$ cat src/hw/rtl/mri_pkg.sv
// Shared constants, op codes, slot-table interface types and the pointer increment helper.
`default_nettype none

package mri_pkg;

  localparam int RING_DEPTH   = 64;
  localparam int READER_SLOTS = 8;

  localparam int PTR_W  = (RING_DEPTH > 1) ? $clog2(RING_DEPTH) : 1;
  localparam int CNT_W  = $clog2(RING_DEPTH + 1);
  localparam int SLOT_W = (READER_SLOTS > 1) ? $clog2(READER_SLOTS) : 1;
  localparam int CLR_N  = (READER_SLOTS < RING_DEPTH) ? READER_SLOTS : RING_DEPTH;

  localparam int ID_W   = 64;
  localparam int BYTE_W = 8;
  localparam int LEN_W  = 8;
  localparam int RUN_W  = 7;
  localparam int AGE_W  = 32;

  typedef enum logic [2:0] {
    OP_PUSH      = 3'd0,
    OP_SUB       = 3'd1,
    OP_RD_UNREAD = 3'd2,
    OP_RD_LATEST = 3'd3,
    OP_CLEAR     = 3'd4
  } op_t;

  // requests from the sequencer to the slot table
  typedef struct packed {
    logic sub_go;
    logic clr;
    logic upd_en;
  } slot_req_t;

  // lookup result and status back from the slot table
  typedef struct packed {
    logic              hit;
    logic [SLOT_W-1:0] hit_idx;
    logic [PTR_W-1:0]  hit_rpos;
    logic              busy;
  } slot_st_t;

  function automatic logic [PTR_W-1:0] ptr_inc(input logic [PTR_W-1:0] p);
    logic [PTR_W-1:0] r;
    if (p == PTR_W'(RING_DEPTH - 1)) begin
      r = '0;
    end else begin
      r = p + 1'b1;
    end
    return r;
  endfunction

endpackage

`default_nettype wire

$ cat src/hw/rtl/mri_ring_mem.sv
// Byte ring storage: synchronous memory with per-entry valid bits.
`default_nettype none

module mri_ring_mem
  import mri_pkg::*;
(
  input  wire logic              clk,
  input  wire logic              rst,
  input  wire logic              we,
  input  wire logic [PTR_W-1:0]  waddr,
  input  wire logic [BYTE_W-1:0] wdata,
  input  wire logic              re,
  input  wire logic [PTR_W-1:0]  raddr,
  input  wire logic              clr,
  output logic      [BYTE_W-1:0] rdata
);

  logic [BYTE_W-1:0]     mem [RING_DEPTH];
  logic [RING_DEPTH-1:0] vld;
  logic [BYTE_W-1:0]     q_byte;
  logic                  q_vld;

  always_ff @(posedge clk) begin
    if (we) begin
      mem[waddr] <= wdata;
    end
    if (re) begin
      q_byte <= mem[raddr];
    end
  end

  // entries never written, or wiped by clear, read as zero
  always_ff @(posedge clk) begin
    if (rst) begin
      vld   <= '0;
      q_vld <= 1'b0;
    end else begin
      if (re) begin
        q_vld <= vld[raddr];
      end
      if (clr) begin
        vld[CLR_N-1:0] <= '0;
      end else if (we) begin
        vld[waddr] <= 1'b1;
      end
    end
  end

  assign rdata = q_vld ? q_byte : '0;

endmodule

`default_nettype wire

$ cat src/hw/rtl/mri_slot_table.sv
// Reader slot table: id match, LRU aging, fill and oldest-slot scan.
`default_nettype none

module mri_slot_table
  import mri_pkg::*;
(
  input  wire logic             clk,
  input  wire logic             rst,
  input  wire slot_req_t        req,
  input  wire logic [ID_W-1:0]  id,
  input  wire logic [PTR_W-1:0] wp,
  output slot_st_t              st
);

  logic [ID_W-1:0]   slot_ids  [READER_SLOTS];
  logic [AGE_W-1:0]  slot_ages [READER_SLOTS];
  logic [PTR_W-1:0]  slot_rpos [READER_SLOTS];

  logic              scanning;
  logic [SLOT_W-1:0] scan_idx;
  logic [AGE_W-1:0]  best_age;
  logic [SLOT_W-1:0] best_idx;

  logic [READER_SLOTS-1:0] match_vec;
  logic                    hit;
  logic [SLOT_W-1:0]       hit_idx;
  logic                    empty_any;
  logic [SLOT_W-1:0]       empty_idx;
  logic                    scan_ge;
  logic [SLOT_W-1:0]       scan_win;

  always_comb begin
    hit       = 1'b0;
    hit_idx   = '0;
    empty_any = 1'b0;
    empty_idx = '0;
    for (int i = READER_SLOTS - 1; i >= 0; i--) begin
      match_vec[i] = (id != '0) && (slot_ids[i] == id);
      if (match_vec[i]) begin
        hit     = 1'b1;
        hit_idx = SLOT_W'(i);
      end
      if (slot_ids[i] == '0) begin
        empty_any = 1'b1;
        empty_idx = SLOT_W'(i);
      end
    end
  end

  // ties go to the higher index
  assign scan_ge  = slot_ages[scan_idx] >= best_age;
  assign scan_win = scan_ge ? scan_idx : best_idx;

  always_ff @(posedge clk) begin
    if (rst || req.clr) begin
      for (int i = 0; i < READER_SLOTS; i++) begin
        slot_ids[i]  <= '0;
        slot_ages[i] <= '0;
        slot_rpos[i] <= '0;
      end
      scanning <= 1'b0;
      scan_idx <= '0;
      best_age <= '0;
      best_idx <= '0;
    end else if (req.sub_go && id != '0) begin
      for (int i = 0; i < READER_SLOTS; i++) begin
        if (match_vec[i]) begin
          slot_ages[i] <= '0;
        end else if (slot_ids[i] != '0 && slot_ages[i] != '1) begin
          slot_ages[i] <= slot_ages[i] + 1'b1;
        end
      end
      if (!hit) begin
        if (empty_any) begin
          slot_ids[empty_idx]  <= id;
          slot_ages[empty_idx] <= '0;
          slot_rpos[empty_idx] <= wp;
        end else begin
          scanning <= 1'b1;
          scan_idx <= '0;
          best_age <= '0;
          best_idx <= '0;
        end
      end
    end else if (scanning) begin
      if (scan_ge) begin
        best_age <= slot_ages[scan_idx];
        best_idx <= scan_idx;
      end
      if (scan_idx == SLOT_W'(READER_SLOTS - 1)) begin
        slot_ids[scan_win]  <= id;
        slot_ages[scan_win] <= '0;
        slot_rpos[scan_win] <= wp;
        scanning            <= 1'b0;
      end else begin
        scan_idx <= scan_idx + 1'b1;
      end
    end else if (req.upd_en) begin
      slot_rpos[hit_idx] <= wp;
    end
  end

  assign st.hit      = hit;
  assign st.hit_idx  = hit_idx;
  assign st.hit_rpos = slot_rpos[hit_idx];
  assign st.busy     = scanning;

endmodule

`default_nettype wire

$ cat src/hw/rtl/multi_reader_input_ring.sv
// Top level: op sequencer, read-run engine and output register of the reader ring.
//
// Input channel (in_valid/in_ready) takes one op per transfer: push, subscribe,
// read unread, read latest or clear. Output channel (out_valid/out_ready) carries
// result items: one per delivered byte, or one status item (length error, unknown
// reader, empty run). Push, subscribe, clear and unknown op codes give no result.
// Timing:
//   push, clear, unknown op: handled in idle, a new op may follow every cycle.
//   subscribe: decode state, then subscribe state; when the table is full and
//     the id is new, the oldest slot is found by a scan of one slot per cycle.
//   reads: decode cycle, then one ring memory read per byte; the first result
//     is read in decode and loaded into the output register in the run state,
//     then one byte per cycle while the receiver takes them. The ring's single
//     read port sets that pace. The next op waits until the last result is loaded.
// A stalled receiver holds the output register and the run waits with it; the
// ring's read data is held until it can be loaded.
// Reset (synchronous, rst high): slots empty, write pointer zero, the ring reads
// as zeros, output register empty. No clearing pass is needed.
`default_nettype none

module multi_reader_input_ring
  import mri_pkg::*;
(
  input  wire logic              clk,
  input  wire logic              rst,
  input  wire logic              in_valid,
  output logic                   in_ready,
  input  wire logic [2:0]        op,
  input  wire logic [ID_W-1:0]   reader_id,
  input  wire logic [BYTE_W-1:0] in_byte,
  input  wire logic [LEN_W-1:0]  req_len,
  output logic                   out_valid,
  input  wire logic              out_ready,
  output logic      [BYTE_W-1:0] out_byte,
  output logic                   byte_valid,
  output logic      [RUN_W-1:0]  run_count,
  output logic                   reader_found,
  output logic                   len_error,
  output logic                   last
);

  typedef enum logic [4:0] {
    S_IDLE = 5'b00001,
    S_DEC  = 5'b00010,
    S_SUB  = 5'b00100,
    S_STAT = 5'b01000,
    S_RUN  = 5'b10000
  } state_t;

  state_t state, state_next;

  logic [PTR_W-1:0] wp;
  logic [2:0]       op_r;
  logic [ID_W-1:0]  id_r;
  logic [LEN_W-1:0] len_r;

  // run / status context
  logic [PTR_W-1:0] rd_pos;
  logic [CNT_W-1:0] issue_left;
  logic [CNT_W-1:0] run_n;
  logic             run_found;
  logic             st_found;
  logic             st_err;

  logic in_xfer;
  logic out_free;

  // ring memory port
  logic              mem_we;
  logic              mem_re;
  logic [PTR_W-1:0]  mem_raddr;
  logic              mem_clr;
  logic [BYTE_W-1:0] mem_rdata;

  slot_req_t slot_req;
  slot_st_t  slot_st;

  // decode-cycle arithmetic
  logic             len_ok;
  logic [CNT_W-1:0] len_c;
  logic [CNT_W-1:0] unread;
  logic [CNT_W-1:0] n_unread;
  logic [PTR_W-1:0] latest_start;

  // decode results
  logic             go_run;
  logic [PTR_W-1:0] go_start;
  logic [CNT_W-1:0] go_n;
  logic             go_found;
  logic             go_stat;
  logic             go_stat_found;
  logic             go_stat_err;

  logic load_run;
  logic load_stat;

  assign in_ready = (state == S_IDLE);
  assign in_xfer  = in_valid && in_ready;
  assign out_free = !out_valid || out_ready;

  assign len_ok = (len_r <= LEN_W'(RING_DEPTH));
  assign len_c  = CNT_W'(len_r);

  always_comb begin
    if (wp >= slot_st.hit_rpos) begin
      unread = CNT_W'(wp - slot_st.hit_rpos);
    end else begin
      unread = CNT_W'(wp) + CNT_W'(RING_DEPTH) - CNT_W'(slot_st.hit_rpos);
    end
    n_unread = (unread < len_c) ? unread : len_c;
    if (CNT_W'(wp) >= len_c) begin
      latest_start = PTR_W'(CNT_W'(wp) - len_c);
    end else begin
      latest_start = PTR_W'(CNT_W'(wp) + CNT_W'(RING_DEPTH) - len_c);
    end
  end

  // what the decode cycle does with the captured op
  always_comb begin
    go_run        = 1'b0;
    go_start      = latest_start;
    go_n          = len_c;
    go_found      = 1'b0;
    go_stat       = 1'b0;
    go_stat_found = 1'b0;
    go_stat_err   = 1'b0;
    slot_req      = '0;
    case (op_r)
      OP_SUB: begin
        slot_req.sub_go = (state == S_DEC);
      end
      OP_RD_LATEST: begin
        if (!len_ok) begin
          go_stat     = 1'b1;
          go_stat_err = 1'b1;
        end else if (len_c == '0) begin
          go_stat = 1'b1;
        end else begin
          go_run = 1'b1;
        end
      end
      OP_RD_UNREAD: begin
        if (!len_ok) begin
          go_stat     = 1'b1;
          go_stat_err = 1'b1;
        end else if (!slot_st.hit) begin
          go_stat = 1'b1;
        end else begin
          slot_req.upd_en = (state == S_DEC);
          go_start        = slot_st.hit_rpos;
          go_n            = n_unread;
          go_found        = 1'b1;
          if (n_unread == '0) begin
            go_stat       = 1'b1;
            go_stat_found = 1'b1;
          end else begin
            go_run = 1'b1;
          end
        end
      end
      default: begin
      end
    endcase
    slot_req.clr = in_xfer && (op == OP_CLEAR);
  end

  assign load_run  = (state == S_RUN) && out_free;
  assign load_stat = (state == S_STAT) && out_free;

  always_comb begin
    state_next = state;
    mem_re     = 1'b0;
    mem_raddr  = rd_pos;
    case (state)
      S_IDLE: begin
        if (in_xfer && (op == OP_SUB || op == OP_RD_UNREAD || op == OP_RD_LATEST)) begin
          state_next = S_DEC;
        end
      end
      S_DEC: begin
        if (op_r == OP_SUB) begin
          state_next = S_SUB;
        end else if (go_run) begin
          mem_re     = 1'b1;
          mem_raddr  = go_start;
          state_next = S_RUN;
        end else if (go_stat) begin
          state_next = S_STAT;
        end else begin
          state_next = S_IDLE;
        end
      end
      S_SUB: begin
        if (!slot_st.busy) begin
          state_next = S_IDLE;
        end
      end
      S_STAT: begin
        if (out_free) begin
          state_next = S_IDLE;
        end
      end
      S_RUN: begin
        if (out_free) begin
          if (issue_left != '0) begin
            mem_re = 1'b1;
          end else begin
            state_next = S_IDLE;
          end
        end
      end
      default: begin
        state_next = S_IDLE;
      end
    endcase
  end

  assign mem_we  = in_xfer && (op == OP_PUSH);
  assign mem_clr = in_xfer && (op == OP_CLEAR);

  always_ff @(posedge clk) begin
    if (rst) begin
      state <= S_IDLE;
      wp    <= '0;
    end else begin
      state <= state_next;
      if (mem_we) begin
        wp <= ptr_inc(wp);
      end
    end
  end

  // captured op and run context
  always_ff @(posedge clk) begin
    if (in_xfer) begin
      op_r  <= op;
      id_r  <= reader_id;
      len_r <= req_len;
    end
    if (state == S_DEC) begin
      rd_pos     <= ptr_inc(go_start);
      issue_left <= go_n - 1'b1;
      run_n      <= go_n;
      run_found  <= go_found;
      st_found   <= go_stat_found;
      st_err     <= go_stat_err;
    end else if (mem_re) begin
      rd_pos     <= ptr_inc(rd_pos);
      issue_left <= issue_left - 1'b1;
    end
  end

  // output register
  always_ff @(posedge clk) begin
    if (rst) begin
      out_valid <= 1'b0;
    end else if (load_run || load_stat) begin
      out_valid <= 1'b1;
    end else if (out_ready) begin
      out_valid <= 1'b0;
    end
  end

  always_ff @(posedge clk) begin
    if (load_run) begin
      out_byte     <= mem_rdata;
      byte_valid   <= 1'b1;
      run_count    <= RUN_W'(run_n);
      reader_found <= run_found;
      len_error    <= 1'b0;
      last         <= (issue_left == '0);
    end else if (load_stat) begin
      out_byte     <= '0;
      byte_valid   <= 1'b0;
      run_count    <= '0;
      reader_found <= st_found;
      len_error    <= st_err;
      last         <= 1'b1;
    end
  end

  mri_ring_mem u_ring (
    .clk   (clk),
    .rst   (rst),
    .we    (mem_we),
    .waddr (wp),
    .wdata (in_byte),
    .re    (mem_re),
    .raddr (mem_raddr),
    .clr   (mem_clr),
    .rdata (mem_rdata)
  );

  mri_slot_table u_slots (
    .clk (clk),
    .rst (rst),
    .req (slot_req),
    .id  (id_r),
    .wp  (wp),
    .st  (slot_st)
  );

  // a status item always closes its run and carries no byte count
  a_stat_last: assert property (@(posedge clk) disable iff (rst)
    out_valid && !byte_valid |-> last && run_count == '0)
    else $error("status result without last or with a count");

  a_err_clean: assert property (@(posedge clk) disable iff (rst)
    out_valid && len_error |-> !byte_valid && !reader_found)
    else $error("length error result carries data");

  a_run_hold: assert property (@(posedge clk) disable iff (rst)
    state == S_RUN && !out_free |=> state == S_RUN && $stable(issue_left))
    else $error("read run advanced while output stalled");

  a_scan_sub: assert property (@(posedge clk) disable iff (rst)
    slot_st.busy |-> state == S_SUB)
    else $error("slot scan outside subscribe");

  a_no_write_in_run: assert property (@(posedge clk) disable iff (rst)
    state == S_RUN |-> !mem_we && !mem_clr)
    else $error("ring modified during a read run");

endmodule

`default_nettype wire

$ cat config.mk
export PLATFORM = sky130hd
export DESIGN_NAME = multi_reader_input_ring
export DESIGN_NICKNAME = d
export VERILOG_FILES = /design/src/hw/rtl/mri_pkg.sv /design/src/hw/rtl/mri_ring_mem.sv /design/src/hw/rtl/mri_slot_table.sv /design/src/hw/rtl/multi_reader_input_ring.sv
export SDC_FILE = /design/constraint.sdc
export NUM_CORES = 2
export LEC_CHECK = 0
export BUFFER_PORTS_ARGS = -buffer_cell sky130_fd_sc_hd__buf_2
export CORE_UTILIZATION = 40
export DETAILED_ROUTE_END_ITERATION = 10
export SETUP_SLACK_MARGIN = 0.5
export SYNTH_ARGS = -nofsm -noshare
export SYNTH_HDL_FRONTEND = slang
export SYNTH_HIERARCHICAL = 1
export SYNTH_SLANG_ARGS = --single-unit
$ cat constraint.sdc
create_clock -name clk -period 20.4 [get_ports clk]
set_clock_uncertainty 0.2 [all_clocks]
set_input_delay 1.02 -clock clk [delete_from_list [all_inputs] [get_ports clk]]
set_output_delay 1.02 -clock clk [all_outputs]
set_load 0.1 [all_outputs]
# Word level (Yosys, flattened, before mapping)

Memory sizes are Yosys's and may differ from the RTL's. A register that Yosys moved wholly into a read port is not among the register bits.
Cells that the tools add are included.

Bits in registers: 233
Bits in latches: 0
Memory bits (writable): 1328
Bits in read-only memories: 0
Input bits: 87
Logic and storage cells: 429
Memories: 4

Memories:

| memory            | words | width | rd ports | clocked after Yosys merged registers in | wr ports | RTL line             | source |
|---|---|---|---|---|---|---|---|
| u_ring.mem        | 64    | 8     | 1        | 1                                       | 1        | mri_ring_mem.sv:18   | `logic [BYTE_W-1:0] mem [RING_DEPTH];` |
| u_slots.slot_ids  | 8     | 64    | 8        | 0                                       | 8        | mri_slot_table.sv:15 | `logic [ID_W-1:0] slot_ids [READER_SLOTS];` |
| u_slots.slot_ages | 8     | 32    | 9        | 1                                       | 9        | mri_slot_table.sv:16 | `logic [AGE_W-1:0] slot_ages [READER_SLOTS];` |
| u_slots.slot_rpos | 8     | 6     | 1        | 0                                       | 8        | mri_slot_table.sv:17 | `logic [PTR_W-1:0] slot_rpos [READER_SLOTS];` |

Add/subtract/negate cells: 19
Multipliers: 0
Div/mod/pow operators: 0
Magnitude comparators: 8
Equal/unequal tests: 40
Shifts and indexed selects: 0
Mux-type cells: 242
Bitwise logic cells: 18
Reductions and logical operators: 73

Operators with widths:

| operator                | count |
|---|---|
| $mux W32                | 22 |
| $reduce_bool A64 Y1     | 9 |
| $eq A64 B64 Y1          | 8 |
| $logic_not A64 Y1       | 8 |
| $add A32 B1 Y32 const B | 8 |
| $ne A32 B32 Y1 const B  | 8 |
| $mux W1                 | 145 |
| $mux W64                | 2 |
| $reduce_or A64 Y1       | 2 |
| $mux W3                 | 32 |
| $mux W6                 | 15 |
| $or A64 B64 Y64         | 1 |
| $mux W7                 | 9 |
| $mux W5                 | 7 |
| $ge A32 B32 Y1          | 1 |
| $reduce_or A32 Y1       | 1 |
| $pmux W5 S5             | 1 |
| $logic_and A1 B1 Y1     | 24 |
| $mux W8                 | 3 |
| $logic_not A7 Y1        | 3 |
| $add A6 B1 Y6 const B   | 3 |
| $eq A6 B6 Y1 const B    | 3 |
| $reduce_or A6 Y1        | 3 |
| $or A1 B1 Y1            | 16 |
| other kinds (37)        | 66 |

# Longest topological paths before layout

An unclocked memory read counts as a cell.

Depth after elaboration: 26
Gate-level depth with buffers: 35
Gate-level depth less buffers: 29

# Hierarchy

Netlist, hierarchy kept.

By module, submodules not included:

| module                  | instances | cells an instance | area each (µm²) | seq. area each (µm²) |
|---|---|---|---|---|
| mri_slot_table          | 1         | 4439              | 46716.1         | 22781.8 |
| mri_ring_mem            | 1         | 1117              | 22681.8         | 16916.2 |
| multi_reader_input_ring | 1         | 442               | 5815.6          | 3733.6 |

# Worst setup path before layout

OpenSTA, ideal clock, no wires.

Path kind: reg2reg
From: register state[4]
To: memory u_slots.slot_ids[0][0], enable pin
Library setup time: 574 ps
Data arrival time: 9507 ps
Setup slack: 10119 ps
Cell stages (with the launch flop): 15
Path buffers: 3
Cells stage by stage: dfxtp_1 clkbuf_1 nor2_1 and3_1 clkbuf_1 and2_1 and3_1 nor2_1 nand3_1 a21oi_1 nand2_1 mux2i_1 or3_1 clkbuf_1 o21ai_0

RTL lines:

| what                   | RTL line                       | source |
|---|---|---|
| from (decl)            | multi_reader_input_ring.sv:50  | `state_t state, state_next;` |
| from (signal assigned) | multi_reader_input_ring.sv:226 | `state <= state_next;` |
| to (decl)              | mri_slot_table.sv:15           |  |

==> results.md <==
- Post-synthesis sequential area ratio: between 50% and 60%
- Final Wtd Congestion: between 1 and 1.5
- DRT iter0 DRCs: 5,148
- Wire length of the first global-routing pass: around 340 mm
- Max capacitance violation total: 0
- Period utilisation layout: a little over three fifths
- Slowest stage delay, CP: between 0.9 and 1 ns
- Drt pass-1 iters: 8
- Max IR drop VDD: 83.8 uV
- Slew @ Worst Pin: 1.27 ns
- Ys Warns: 6
- Top Ports: 108
- Post-synthesis async set-or-reset flop share: 0%
- Final ANT Viol Nets: 0
- Max-slew violations: 0
- Hold buffers post-CTS: 0
- RSZ-0062 raised after global routing: false
- # setup viols final: 0
- HP Start: reader_id[27]
- Critical R2R Launch: id_r[31]
- Crit Path Class: flop to flop
- Pre-CTS WS: around 7.6 ns
- Die ar.: 190,000 um2
- Crit-path max FO: 66
- Slowest library cell on the worst path: or4_1
- Die width: 436 um
- Hold path endpoint: id_r[27]
- Post-CTS Resized: 0
- Final Hold Viols: 0
- Core Rows: 158
- Initial antenna violation count: 8
- Clock-pin slew on the worst setup and hold paths: 0.06 ns
- Worst reg2reg setup slack: 7.64 ns
- CTS H-tree depth: 4
- Primary FF master, synth: edfxtp_1
- Min cycle time layout: 12.76 ns
- Most common cell after layout, fill and taps aside: edfxtp_1
- Total congestion overflow: 0
- Maximum clock frequency: just under 80 MHz
- Clock sink total: 1,572
- Clock Path Buffers: 3
- Global-route usage over all layers: 24.4%
- Post-synth EDFFs: 1,195
- Worst Reg2Reg Path Length in Cells: 29
- Critical Path Source Type: flop
- CTS Buf Count: between 150 and 200
- Core area: ~190,000 um2
- Port buffer count: 107
- Number of vias per cell: 5.86
- Via count: approximately 51,000
- Hold Crit Depth: 1
- Net Count, Synth: 6,151
- Cell Area, Synth: roughly 75,000 um2
- Placed insts: approximately 8,300
- Setup Fix Bufs, Post-CTS: 0
- Status: completed
- RR Endpoint: u_ring/q_byte[4]
- WP data required: 20.76 ns
- Netlist cell types: 99
- Die height: 436 um
- Max_slew headroom: 15.3%
- Skew-Pair Late Insertion Delay: 0.84 ns
- DRC violations left: 0
- Final net count: roughly 6,200
- CTS root buffer: clkbuf_16
- Final worst slack: 7.64 ns
- Setup TNS: 0 ns
- Per-cell routed wire length: around 27 um
- Crit path capture type: flop
- Worst hold path type: input pin to flop
- CTS tree: yes
- Power per Cell Area: 95.7 nW/um2
- Syn Area/Cell: 12.5 um2
- Post-DP HPWL: 162 mm
- Share of post-route cells with drive strength above 1: 15.1%
- Post-synthesis to final-layout area growth: 11.8%
- Commonest non-fill, non-tap cells in the layout: edfxtp_1, and2_1, xnor2_1, dfxtp_1, nor2_1
- FF+latch count, synth: 1,572
- Leakage: between 20 and 30 nW
- Synth Instances: 5,998
- Initial Util: 40.4%
- Arr. time, crit path: 13.13 ns
- Final Non-Filler Cells: between 8,000 and 9,000
- Total wire length: 236 mm
- Vias in the first global route: between 40,000 and 50,000
- Largest net degree at the start of global routing: 98
flip-flops by register name, summed over array words and instances (netlist names), 8 cells and up, named ones only:
register and flops:
u_ring/mem 512, u_slots/slot_ids 512, u_slots/slot_ages 256, id_r 64
u_ring/vld 64, u_slots/slot_rpos 48, u_slots/best_age 32, len_r 8
out_byte 8, u_ring/q_byte 8
cell type report:
class | count | area (um2)
antenna | 6 | 15.0
sequential | 1572 | 43400
tap | 2480 | 3100
timing repair buffer | 250 | 1610
inverter | 160 | 601
fill | 16700 | 102000
clock inverter | 107 | 1090
multi-input combinational | 3874 | 29700
clock buffer | 210 | 4540
Yosys cell counts (41+ instances only):
master | number | share of area, %
inv_1 | 157 | 0.78
nor3_1 | 116 | 0.77
nand2_1 | 216 | 1.1
ha_1 | 64 | 1.1
and2_1 | 578 | 4.8
mux4_2 | 238 | 7.1
a21oi_1 | 178 | 1.2
edfxtp_1 | 1195 | 48
dfxtp_1 | 377 | 10
o21ai_0 | 124 | 0.83
nor3b_1 | 48 | 0.48
mux2_2 | 87 | 1.3
nand3_1 | 124 | 0.83
and3_1 | 78 | 0.65
nor2_1 | 354 | 1.8
clkbuf_1 | 275 | 1.4
nor4_1 | 235 | 2.0
buf_2 | 65 | 0.43
xnor2_1 | 487 | 5.7
o22ai_1 | 69 | 0.57
nand4_1 | 219 | 1.8
nor2b_1 | 41 | 0.34
xor2_1 | 139 | 1.6
or3_1 | 46 | 0.38
mux2i_1 | 64 | 0.85
cells by family after synthesis:
group	Yosys count	synth area share [%]
xor gates and xnor gates	626	7.29
and+or+nand+nor	2220	16.7
adders and majority gates	66	1.12
DFF	1572	57.7
AOI/OAI and AO/OA	569	4.69
buffers and inverters	552	3.07
muxes	393	9.36
report_power, final:
group	internal [mW]	switching [mW]	total, mW
registers	3.59	0.112	3.70
clock network	1.77	1.35	3.13
logic	0.371	0.854	1.23
layer usage:
| metal | up-vias | track usage, % | wire, um |
|---|---|---|---|
| met3 | 488 | 3.80 | 15600 |
| li1 | 22400 | - | - |
| met4 | 0 | 12.9 | 13500 |
| met1 | 25900 | 31.2 | 94500 |
| met5 | - | 0 | 0 |
| met2 | 1987 | 39.9 | 112000 |
worst max-delay path, delay by kind of cell (launching register included):
kind / cells / cell delay [ns]
muxes: 6 / 2.89
and+or+nand+nor: 6 / 2.80
AOI/OAI and AO/OA: 9 / 2.33
buffers and inverters: 4 / 1.93
adders and majority gates: 3 / 1.00
DFF: 1 / 0.89
xor gates and xnor gates: 1 / 0.20
metrics by stage:
step	area (um2)	hold WS, ns	utilization [%]	total power, mW
after floorplan	75200	0.235	-	4.42
after global placement	78500	0.242	42.2	4.97
after detailed placement	78500	0.253	42.2	4.96
after CTS	84100	0.0945	45.2	8.08
after global routing	84100	0.126	45.2	8.26
final	84100	0.156	45.2	8.05
worst max path at each step:
stage                     startpoint                      to  slack, ns  cells past startpoint
after global placement      id_r[31]        u_ring/q_byte[4]       7.69                     28
after detailed placement    id_r[31]        u_ring/q_byte[4]       7.63                     29
after CTS                   id_r[31]        u_ring/q_byte[4]       7.58                     29
final                       id_r[31]        u_ring/q_byte[4]       7.64                     29
after floorplan             state[4]  u_slots/slot_ids[0][0]      10.12                     14
after global routing        id_r[31]        u_ring/q_byte[4]       6.80                     29
Power figures use the tool's default switching activity.
